[config.mk]
export PLATFORM = sky130hd
export DESIGN_NAME = binary_morphology_3x3_core_flat
export DESIGN_NICKNAME = d
export VERILOG_FILES = /design/src/design/bm3_pkg.sv /design/src/design/bm3_pix_if.sv /design/src/design/bm3_res_if.sv /design/src/design/bm3_ram.sv /design/src/design/bm3_cfg.sv /design/src/design/binary_morphology_3x3_core.sv /design/src/flat_wrapper.sv
export SDC_FILE = /design/constraint.sdc
export NUM_CORES = 1
export LEC_CHECK = 0
export ABC_AREA = 1
export ABC_CLOCK_PERIOD_IN_PS = 12850
export BUFFER_PORTS_ARGS = -buffer_cell sky130_fd_sc_hd__buf_2
export CAP_MARGIN = 20
export CORE_ASPECT_RATIO = 1.1
export CORE_MARGIN = 3
export CORE_UTILIZATION = 45
export DETAILED_ROUTE_END_ITERATION = 10
export RECOVER_POWER = 25
export SYNTH_ARGS = -nofsm -noshare
export SYNTH_HDL_FRONTEND = slang
export SYNTH_HIERARCHICAL = 1
export SYNTH_SLANG_ARGS = --single-unit
[constraint.sdc]
create_clock -name clk -period 12.85 [get_ports clk]
set_input_delay 1.285 -clock clk [delete_from_list [all_inputs] [get_ports clk]]
set_output_delay 1.285 -clock clk [all_outputs]
set_load 0.01 [all_outputs]
[src/design/bm3_pkg.sv]
// Shared types, constants and helpers for the 3x3 binary morphology block.
// Used by the result channel interface, the register block and the core.
// Depends on nothing.
package bm3_pkg;

    // Image size limits and the coordinate widths that follow from them.
    localparam int MAX_WIDTH  = 256;
    localparam int MAX_HEIGHT = 1024;
    localparam int COL_W      = $clog2(MAX_WIDTH);
    localparam int ROW_W      = $clog2(MAX_HEIGHT);

    // Register field widths, fixed by the programming model.
    localparam int FWIDTH_W  = 9;
    localparam int FHEIGHT_W = 11;

    // APB port geometry.
    localparam int APB_ADDR_W = 4;
    localparam int APB_DATA_W = 32;

    // One line store entry holds the pixel of row r-1 (bit 0) and r-2 (bit 1).
    localparam int LINE_W = 2;

    // Configuration seen by the core.
    typedef struct packed {
        logic             mode;
        logic [COL_W-1:0] w_last;
        logic [ROW_W-1:0] h_last;
        logic             restart;
    } cfg_t;

    // One result.
    typedef struct packed {
        logic             pixel_out;
        logic [ROW_W-1:0] out_row;
        logic [COL_W-1:0] out_col;
        logic             frame_last;
    } res_t;

    // Last column index of a row, with the width clamped to its legal range.
    function automatic logic [COL_W-1:0] width_last(input logic [FWIDTH_W-1:0] v);
        logic [FWIDTH_W-1:0] t;
        if (v < FWIDTH_W'(3))
            t = FWIDTH_W'(3);
        else if (v > FWIDTH_W'(MAX_WIDTH))
            t = FWIDTH_W'(MAX_WIDTH);
        else
            t = v;
        t = t - FWIDTH_W'(1);
        return t[COL_W-1:0];
    endfunction

    // Last row index of a frame, with the height clamped to its legal range.
    function automatic logic [ROW_W-1:0] height_last(input logic [FHEIGHT_W-1:0] v);
        logic [FHEIGHT_W-1:0] t;
        if (v < FHEIGHT_W'(3))
            t = FHEIGHT_W'(3);
        else if (v > FHEIGHT_W'(MAX_HEIGHT))
            t = FHEIGHT_W'(MAX_HEIGHT);
        else
            t = v;
        t = t - FHEIGHT_W'(1);
        return t[ROW_W-1:0];
    endfunction

endpackage

[src/design/bm3_pix_if.sv]
// Input pixel channel: valid/ready handshake carrying one binary pixel.
// Depends on nothing.
interface bm3_pix_if;

    logic valid;
    logic ready;
    logic pixel_in;

    modport source (output valid, output pixel_in, input ready);
    modport sink (input valid, input pixel_in, output ready);

endinterface

[src/design/bm3_res_if.sv]
// Result channel: valid/ready handshake carrying a pixel and its coordinates.
// Depends on bm3_pkg for the coordinate widths.
interface bm3_res_if;

    logic                       valid;
    logic                       ready;
    logic                       pixel_out;
    logic [bm3_pkg::ROW_W-1:0]  out_row;
    logic [bm3_pkg::COL_W-1:0]  out_col;
    logic                       frame_last;

    modport source (output valid, output pixel_out, output out_row, output out_col,
                    output frame_last, input ready);
    modport sink (input valid, input pixel_out, input out_row, input out_col,
                  input frame_last, output ready);

endinterface

[src/design/bm3_ram.sv]
// Generic simple dual-port RAM: one write port, one read port, registered read.
// Depends on nothing.
module bm3_ram #(
    parameter int WIDTH = 2,
    parameter int DEPTH = 256
) (
    input  logic                     clk,
    input  logic                     we,
    input  logic [$clog2(DEPTH)-1:0] waddr,
    input  logic [WIDTH-1:0]         wdata,
    input  logic                     re,
    input  logic [$clog2(DEPTH)-1:0] raddr,
    output logic [WIDTH-1:0]         rdata
);

    logic [WIDTH-1:0] mem [DEPTH];

    // Write port.
    always_ff @(posedge clk)
    begin
        if (we)
        begin
            mem[waddr] <= wdata;
        end
    end

    // Read port; the data holds while no read is issued.
    always_ff @(posedge clk)
    begin
        if (re)
        begin
            rdata <= mem[raddr];
        end
    end

endmodule

[src/design/bm3_cfg.sv]
// APB register block: mode, frame width and frame height.
// Depends on bm3_pkg for the register widths and the cfg_t bundle.
module bm3_cfg (
    input  logic                               clk,
    input  logic                               rst_n,
    input  logic                               psel,
    input  logic                               penable,
    input  logic                               pwrite,
    input  logic [bm3_pkg::APB_ADDR_W-1:0]     paddr,
    input  logic [bm3_pkg::APB_DATA_W-1:0]     pwdata,
    output logic [bm3_pkg::APB_DATA_W-1:0]     prdata,
    output logic                               pready,
    output bm3_pkg::cfg_t                      cfg
);
    import bm3_pkg::*;

    localparam logic [1:0] REG_MODE   = 2'd0;
    localparam logic [1:0] REG_WIDTH  = 2'd1;
    localparam logic [1:0] REG_HEIGHT = 2'd2;

    logic                 mode_reg;
    logic [FWIDTH_W-1:0]  width_reg;
    logic [FHEIGHT_W-1:0] height_reg;
    logic [COL_W-1:0]     w_last_reg;
    logic [ROW_W-1:0]     h_last_reg;
    logic                 wr_en;
    logic [1:0]           reg_idx;

    assign pready  = 1'b1;
    assign reg_idx = paddr[3:2];
    assign wr_en   = psel && penable && pwrite && pready;

    // Register writes; the clamped last indices are kept alongside the raw sizes.
    always_ff @(posedge clk or negedge rst_n)
    begin
        if (!rst_n)
        begin
            mode_reg   <= 1'b0;
            width_reg  <= FWIDTH_W'(128);
            height_reg <= FHEIGHT_W'(192);
            w_last_reg <= COL_W'(127);
            h_last_reg <= ROW_W'(191);
        end
        else if (wr_en)
        begin
            unique case (reg_idx)
                REG_MODE:
                begin
                    mode_reg <= pwdata[0];
                end
                REG_WIDTH:
                begin
                    width_reg  <= pwdata[FWIDTH_W-1:0];
                    w_last_reg <= width_last(pwdata[FWIDTH_W-1:0]);
                end
                REG_HEIGHT:
                begin
                    height_reg <= pwdata[FHEIGHT_W-1:0];
                    h_last_reg <= height_last(pwdata[FHEIGHT_W-1:0]);
                end
                default:
                begin
                end
            endcase
        end
    end

    // Read-back decoder.
    always_comb
    begin
        unique case (reg_idx)
            REG_MODE:   prdata = APB_DATA_W'(mode_reg);
            REG_WIDTH:  prdata = APB_DATA_W'(width_reg);
            REG_HEIGHT: prdata = APB_DATA_W'(height_reg);
            default:    prdata = '0;
        endcase
    end

    // A size write restarts the frame in the core.
    always_comb
    begin
        cfg.mode    = mode_reg;
        cfg.w_last  = w_last_reg;
        cfg.h_last  = h_last_reg;
        cfg.restart = wr_en && ((reg_idx == REG_WIDTH) || (reg_idx == REG_HEIGHT));
    end

endmodule

[src/design/binary_morphology_3x3_core.sv]
// Streaming 3x3 binary erosion/dilation with border pass-through.
// Each request is registered in stage 1, and its results in stage 2, which drives the output.
// Throughput: one pixel per cycle while each result is taken; the result port drains one
// result per cycle, so a right-border pixel below the first row and a last-row pixel past
// the first column each give two results, the last pixel of a frame three, and the input waits.
// Reset clears the frame position, the window and the result buffer; line stores
// hold no reset value and are only read where the frame has written them.
module binary_morphology_3x3_core (
    input  logic                               clk,
    input  logic                               rst_n,
    input  logic                               psel,
    input  logic                               penable,
    input  logic                               pwrite,
    input  logic [bm3_pkg::APB_ADDR_W-1:0]     paddr,
    input  logic [bm3_pkg::APB_DATA_W-1:0]     pwdata,
    output logic [bm3_pkg::APB_DATA_W-1:0]     prdata,
    output logic                               pready,
    bm3_pix_if.sink                            pix_in,
    bm3_res_if.source                          res_out
);
    import bm3_pkg::*;

    cfg_t              cfg;

    // Frame position of the next request.
    logic [ROW_W-1:0]  row_reg;
    logic [COL_W-1:0]  col_reg;

    // Stage 1: pixel waiting for its line store read.
    logic              s1_valid_reg;
    logic              s1_pix_reg;
    logic [ROW_W-1:0]  s1_row_reg;
    logic [COL_W-1:0]  s1_col_reg;
    logic [5:0]        window_reg;

    // Stage 2: up to three results, drained lowest slot first.
    logic [2:0]        s2_mask_reg;
    res_t              s2_res_reg [3];

    logic              in_fire;
    logic              out_fire;
    logic              s1_adv;
    logic              s2_free;
    logic [LINE_W-1:0] line_rdata;
    logic              above;
    logic              above2;
    logic [2:0]        cur;
    logic [8:0]        nine;
    logic              interior;
    logic              v;
    logic              col_last;
    logic              row_last;
    res_t              res0;
    res_t              res1;
    res_t              res2;
    logic [2:0]        mask_new;
    res_t              out_sel;

    bm3_cfg u_cfg (
        .clk     (clk),
        .rst_n   (rst_n),
        .psel    (psel),
        .penable (penable),
        .pwrite  (pwrite),
        .paddr   (paddr),
        .pwdata  (pwdata),
        .prdata  (prdata),
        .pready  (pready),
        .cfg     (cfg)
    );

    // Handshake and stage advance.
    assign out_fire     = res_out.valid && res_out.ready;
    assign s2_free      = (s2_mask_reg == 3'b000) || (out_fire && $onehot(s2_mask_reg));
    assign s1_adv       = s1_valid_reg && s2_free;
    assign pix_in.ready = !s1_valid_reg || s1_adv;
    assign in_fire      = pix_in.valid && pix_in.ready;

    // Both line stores share one RAM: bit 0 is row r-1, bit 1 is row r-2.
    // The read is issued at the request; the write-back lands one column later.
    bm3_ram #(
        .WIDTH (LINE_W),
        .DEPTH (MAX_WIDTH)
    ) u_line_ram (
        .clk   (clk),
        .we    (s1_adv),
        .waddr (s1_col_reg),
        .wdata ({above, s1_pix_reg}),
        .re    (in_fire),
        .raddr (col_reg),
        .rdata (line_rdata)
    );

    // Window evaluation and result scheduling for the pixel in stage 1.
    always_comb
    begin
        above    = line_rdata[0];
        above2   = line_rdata[1];
        cur      = {s1_pix_reg, above, above2};
        nine     = {window_reg, cur};
        interior = (s1_row_reg >= ROW_W'(2)) && (s1_col_reg >= COL_W'(2));
        if (interior)
            v = cfg.mode ? (|nine) : (&nine);
        else
            v = window_reg[1];
        col_last = (s1_col_reg == cfg.w_last);
        row_last = (s1_row_reg == cfg.h_last);

        res0.pixel_out  = v;
        res0.out_row    = s1_row_reg - ROW_W'(1);
        res0.out_col    = s1_col_reg - COL_W'(1);
        res0.frame_last = 1'b0;

        res1.pixel_out  = above;
        res1.out_row    = s1_row_reg - ROW_W'(1);
        res1.out_col    = s1_col_reg;
        res1.frame_last = 1'b0;

        res2.pixel_out  = s1_pix_reg;
        res2.out_row    = s1_row_reg;
        res2.out_col    = s1_col_reg;
        res2.frame_last = col_last;

        mask_new[0] = (s1_row_reg != '0) && (s1_col_reg != '0);
        mask_new[1] = (s1_row_reg != '0) && col_last;
        mask_new[2] = row_last;
    end

    // Control state.
    always_ff @(posedge clk or negedge rst_n)
    begin
        if (!rst_n)
        begin
            row_reg      <= '0;
            col_reg      <= '0;
            s1_valid_reg <= 1'b0;
            window_reg   <= '0;
            s2_mask_reg  <= '0;
        end
        else
        begin
            // Frame position advances with each request.
            if (cfg.restart)
            begin
                row_reg <= '0;
                col_reg <= '0;
            end
            else if (in_fire)
            begin
                if (col_reg == cfg.w_last)
                begin
                    col_reg <= '0;
                    row_reg <= (row_reg == cfg.h_last) ? '0 : row_reg + ROW_W'(1);
                end
                else
                begin
                    col_reg <= col_reg + COL_W'(1);
                end
            end

            if (in_fire)
                s1_valid_reg <= 1'b1;
            else if (s1_adv)
                s1_valid_reg <= 1'b0;

            // The window shifts in the newest column as the pixel leaves stage 1.
            if (cfg.restart)
                window_reg <= '0;
            else if (s1_adv)
                window_reg <= {window_reg[2:0], cur};

            // Result buffer: load on advance, else retire the lowest pending slot.
            if (s1_adv)
                s2_mask_reg <= mask_new;
            else if (out_fire)
                s2_mask_reg <= s2_mask_reg & (s2_mask_reg - 3'd1);
        end
    end

    // Payload registers.
    always_ff @(posedge clk)
    begin
        if (in_fire)
        begin
            s1_pix_reg <= pix_in.pixel_in;
            s1_row_reg <= row_reg;
            s1_col_reg <= col_reg;
        end
        if (s1_adv)
        begin
            s2_res_reg[0] <= res0;
            s2_res_reg[1] <= res1;
            s2_res_reg[2] <= res2;
        end
    end

    // Present the lowest pending result.
    always_comb
    begin
        if (s2_mask_reg[0])
            out_sel = s2_res_reg[0];
        else if (s2_mask_reg[1])
            out_sel = s2_res_reg[1];
        else
            out_sel = s2_res_reg[2];
    end

    assign res_out.valid      = |s2_mask_reg;
    assign res_out.pixel_out  = out_sel.pixel_out;
    assign res_out.out_row    = out_sel.out_row;
    assign res_out.out_col    = out_sel.out_col;
    assign res_out.frame_last = out_sel.frame_last;

endmodule
[src/flat_wrapper.sv]
// flat-port wrapper written by rule: the top's interface ports become plain ports
module binary_morphology_3x3_core_flat import bm3_pkg::*;
  (clk, rst_n, psel, penable, pwrite, paddr, pwdata, prdata, pready, pix_in_valid, pix_in_pixel_in, pix_in_ready, res_out_valid, res_out_pixel_out, res_out_out_row, res_out_out_col, res_out_frame_last, res_out_ready);
  bm3_pix_if pix_in_i ();
  bm3_res_if res_out_i ();
  input  logic clk;
  input  logic rst_n;
  input  logic psel;
  input  logic penable;
  input  logic pwrite;
  input  logic [bm3_pkg::APB_ADDR_W-1:0] paddr;
  input  logic [bm3_pkg::APB_DATA_W-1:0] pwdata;
  output logic [bm3_pkg::APB_DATA_W-1:0] prdata;
  output logic pready;
  input wire logic [$bits(pix_in_i.valid)-1:0] pix_in_valid;
  input wire logic [$bits(pix_in_i.pixel_in)-1:0] pix_in_pixel_in;
  output wire logic [$bits(pix_in_i.ready)-1:0] pix_in_ready;
  output wire logic [$bits(res_out_i.valid)-1:0] res_out_valid;
  output wire logic [$bits(res_out_i.pixel_out)-1:0] res_out_pixel_out;
  output wire logic [$bits(res_out_i.out_row)-1:0] res_out_out_row;
  output wire logic [$bits(res_out_i.out_col)-1:0] res_out_out_col;
  output wire logic [$bits(res_out_i.frame_last)-1:0] res_out_frame_last;
  input wire logic [$bits(res_out_i.ready)-1:0] res_out_ready;
  assign pix_in_i.valid = pix_in_valid;
  assign pix_in_i.pixel_in = pix_in_pixel_in;
  assign pix_in_ready = pix_in_i.ready;
  assign res_out_valid = res_out_i.valid;
  assign res_out_pixel_out = res_out_i.pixel_out;
  assign res_out_out_row = res_out_i.out_row;
  assign res_out_out_col = res_out_i.out_col;
  assign res_out_frame_last = res_out_i.frame_last;
  assign res_out_i.ready = res_out_ready;
  binary_morphology_3x3_core u_core (.clk(clk), .rst_n(rst_n), .psel(psel), .penable(penable), .pwrite(pwrite), .paddr(paddr), .pwdata(pwdata), .prdata(prdata), .pready(pready), .pix_in(pix_in_i), .res_out(res_out_i));
endmodule
==> qor.csv <==
metric,value,unit
p_per_area,213,nW/um^2
num_rows,97,
nets,2897,
switching_share,0.365,
relSlewSlack,-1.82,
drtIter0Drc,1559,
grt_max_degree,258,
synth_seq_cells,640,
r2r_start,u_core/col_reg[1]$_DFFE_PN0P_,
core,63700,um^2
clock_latency,0.60,ns
final_antenna_net_count,0,
mostFrequentLayoutCells,"832 x nand2_1, 573 x edfxtp_1, 529 x nand3_1",
die_area,67600,um^2
viasPerCell,5.39,
post-route-period-util,0.457,
dp_cells,3610,
cts.sinks,640,
synth_cell_type_count,47,
gr-total-overflow,0,
yosysWarnings,6,
ff2ff_path_depth,11,
hold_start,u_core/s1_row_reg[0]$_DFFE_PP_,
worst_slack,6.97,ns
worst-path-stages,11,
maxSlewViolCount,322,
gp_congestion,0.844,
layout-drive-gt1-share,0.0717,
p_clk_frac,0.275,
antenna_found_initial,0,
crit_end,u_core/u_line_ram/rdata[0]$_DFFE_PP_,
path_class,flop to flop,
yosysSeqAreaShare,0.651,
p_leak,11.6,nW
violations,"max-capacitance violations, max-slew violations",
cts_resized,0,
wire_per_inst,19.0,um
dr.pass1.iters,8,
skew,0.0222,ns
grt_pass1_vias,19800,
post_cts.repair.setup_buffers,0,
cp.arrival,6.19,ns
crit_buf_inv,2,
synth_ff_type,edfxtp_1,
antenna_cells,0,
cts.path.max_buffers,3,
cts_hold_buf,0,
grt_usage,0.210,
rsz0062_at_grt,false,
cap_violations,6,
p_int,4.27,mW
die_w,248,um
crit_path_end_kind,flop,
synth-async-reset-ratio,0.105,
crit_slowest_cell,clkbuf_1,
cpPeakStageDelay,2.67,ns
critical_path_required,13.16,ns
synthToLayoutAreaGrowth,8.61,%
fp.dieH,272,um
netlist_area,29000,um^2
seqPwrFrac,0.417,
ir_drop,244,uV
clock.fmax,0.170,GHz
final_hold_viol_count,0,
hold_path_class,flop to flop,
numPortBuffers,53,
start_util,0.456,
status,"finished, violations left",
synth.area.top_cells,"edfxtp_1 59%, nand2_1 11%, nand3_1 9.1%, nor2_1 4.4%, dfrtp_1 4.3%",
path_cells,clkbuf_1 -> buf_4 -> nand3_1 -> nand3_1 -> nand3_1 -> nand3_1 -> nand2_1 -> nand2_1 -> nand3_1 -> nand3_1 -> nand2_1,
finalNonFillerCells,3728,
final_common_cell,nand2_1,
crit_path_start_kind,flop,
switchingPower,2.45,mW
path_clk_slew,0.06,ns
cts_buffers,68,
syn_area_per_cell,10.1,um^2
netlist_instances,2863,
min_period,5.88,ns
totalWireLength,70.9,mm
critPathLaunch,u_core/col_reg[1]$_DFFE_PN0P_,
boundaryPins,99,
setup_viol,0,
setup_tns,0,ns
largest_reg_flops,512,
r2r_setup_slack,6.97,ns
yosysTopAreaCellShare,0.593,
cts-root-buf,clkbuf_16,
synth_area_leader_cell,edfxtp_1,
cts_tree,yes,
htreeDepth,3,
preCtsSetupSlack,8.96,ns
tightestPinTransition,4.22,ns
r2r-end,u_core/u_line_ram/rdata[0]$_DFFE_PP_,
vias,20100,
synth-edff-count,573,
path_delay_family,buffers and inverters,
p_comb_frac,0.308,
grt_pass1_wl,109,mm
route.detailed.drc,0,
crit_fanout,68,
critical_path.most_common_cell,nand3_1,
hpwl,40.3,mm
==> layer usage <==
metal / track usage / wire, um
met1: 0.255 / 27600
met2: 0.376 / 36700
met3: 0.0300 / 4140
met4: 0.0837 / 2430
met5: 0 / 0
==> how the worst min path moves through the flow <==
stage               cells after the start  slack [ns]                                     to
finish                                  0        0.48     u_core/s2_res_reg[0][47]$_DFFE_PP_
global route                            0        0.50     u_core/s2_res_reg[0][52]$_DFFE_PP_
CTS                                     2        0.49  u_core/u_cfg/width_reg[1]$_DFFE_PN0P_
detailed placement                      0        0.47     u_core/s2_res_reg[0][47]$_DFFE_PP_
global placement                        0        0.47     u_core/s2_res_reg[0][53]$_DFFE_PP_
floorplan                               0        0.45     u_core/s2_res_reg[0][47]$_DFFE_PP_
==> power groups by stage <==
stage | Clock [mW] | Sequential (mW) | Combinational (mW)
final | 1.85 | 2.80 | 2.07
after global routing | 1.98 | 2.82 | 2.31
after detailed placement | 0 | 2.84 | 2.05
after global placement | 0 | 2.83 | 2.01
after CTS | 1.89 | 2.80 | 2.06
after floorplan | 0 | 2.87 | 1.45
==> through the flow <==
step	instance area, um^2	total power, mW	hold WS, ns	util
2_1_floorplan	29100	4.32	0.450	-
3_3_place_gp	29500	4.85	0.465	0.463
3_5_place_dp	29500	4.89	0.473	0.463
4_1_cts	31600	6.75	0.487	0.495
5_1_grt	31500	7.10	0.504	0.495
6_report	31500	6.72	0.484	0.495
==> worst register-to-register path, stage by stage (launching register included) <==
cell      delay [ns]
dfrtp_4         0.54
clkbuf_1        2.68
buf_4           0.97
nand3_1         0.21
nand3_1         0.16
nand3_1         0.20
nand3_1         0.32
nand2_1         0.09
nand2_1         0.07
nand3_1         0.08
nand3_1         0.12
nand2_1         0.15
==> cell families after synthesis <==
group / after synthesis / share of synthesized area
DFF: 640 / 0.651
xor gates and xnor gates: 44 / 0.0135
buffers and inverters: 324 / 0.0566
other: 2 / 0.000259
and+or+nand+nor: 1753 / 0.255
adders and majority gates: 14 / 0.00629
AOI/OAI and AO/OA: 86 / 0.0168
==> cell usage after synthesis, types with 2 or more instances <==
library cell,n
nand4_1,17
buf_2,56
o21ai_2,6
xor2_1,19
nor3_1,11
clkbuf_1,56
conb_1,2
a21oi_1,18
dfrtp_1,50
or2_2,4
nor2_4,2
inv_2,2
inv_1,135
buf_4,31
edfxtp_1,573
clkinv_1,2
o21ai_1,6
xnor2_1,24
nand2_1,832
nand2_2,5
nand3_1,529
nor2_1,342
buf_1,10
o21ai_0,40
dfstp_2,17
ha_1,13
buf_6,28
o22ai_1,9
nand2_4,4
a31oi_1,3
==> final cells by class <==
class / count / area, um^2
clock inverters: 36 / 272
well taps: 841 / 1050
flip-flops and latches: 640 / 18900
multi-input cells: 1919 / 8560
fillers: 5755 / 32200
repair buffers: 69 / 403
clock buffers: 82 / 1800
inverters: 141 / 541
Note: power is estimated with default switching activity, not from simulation.
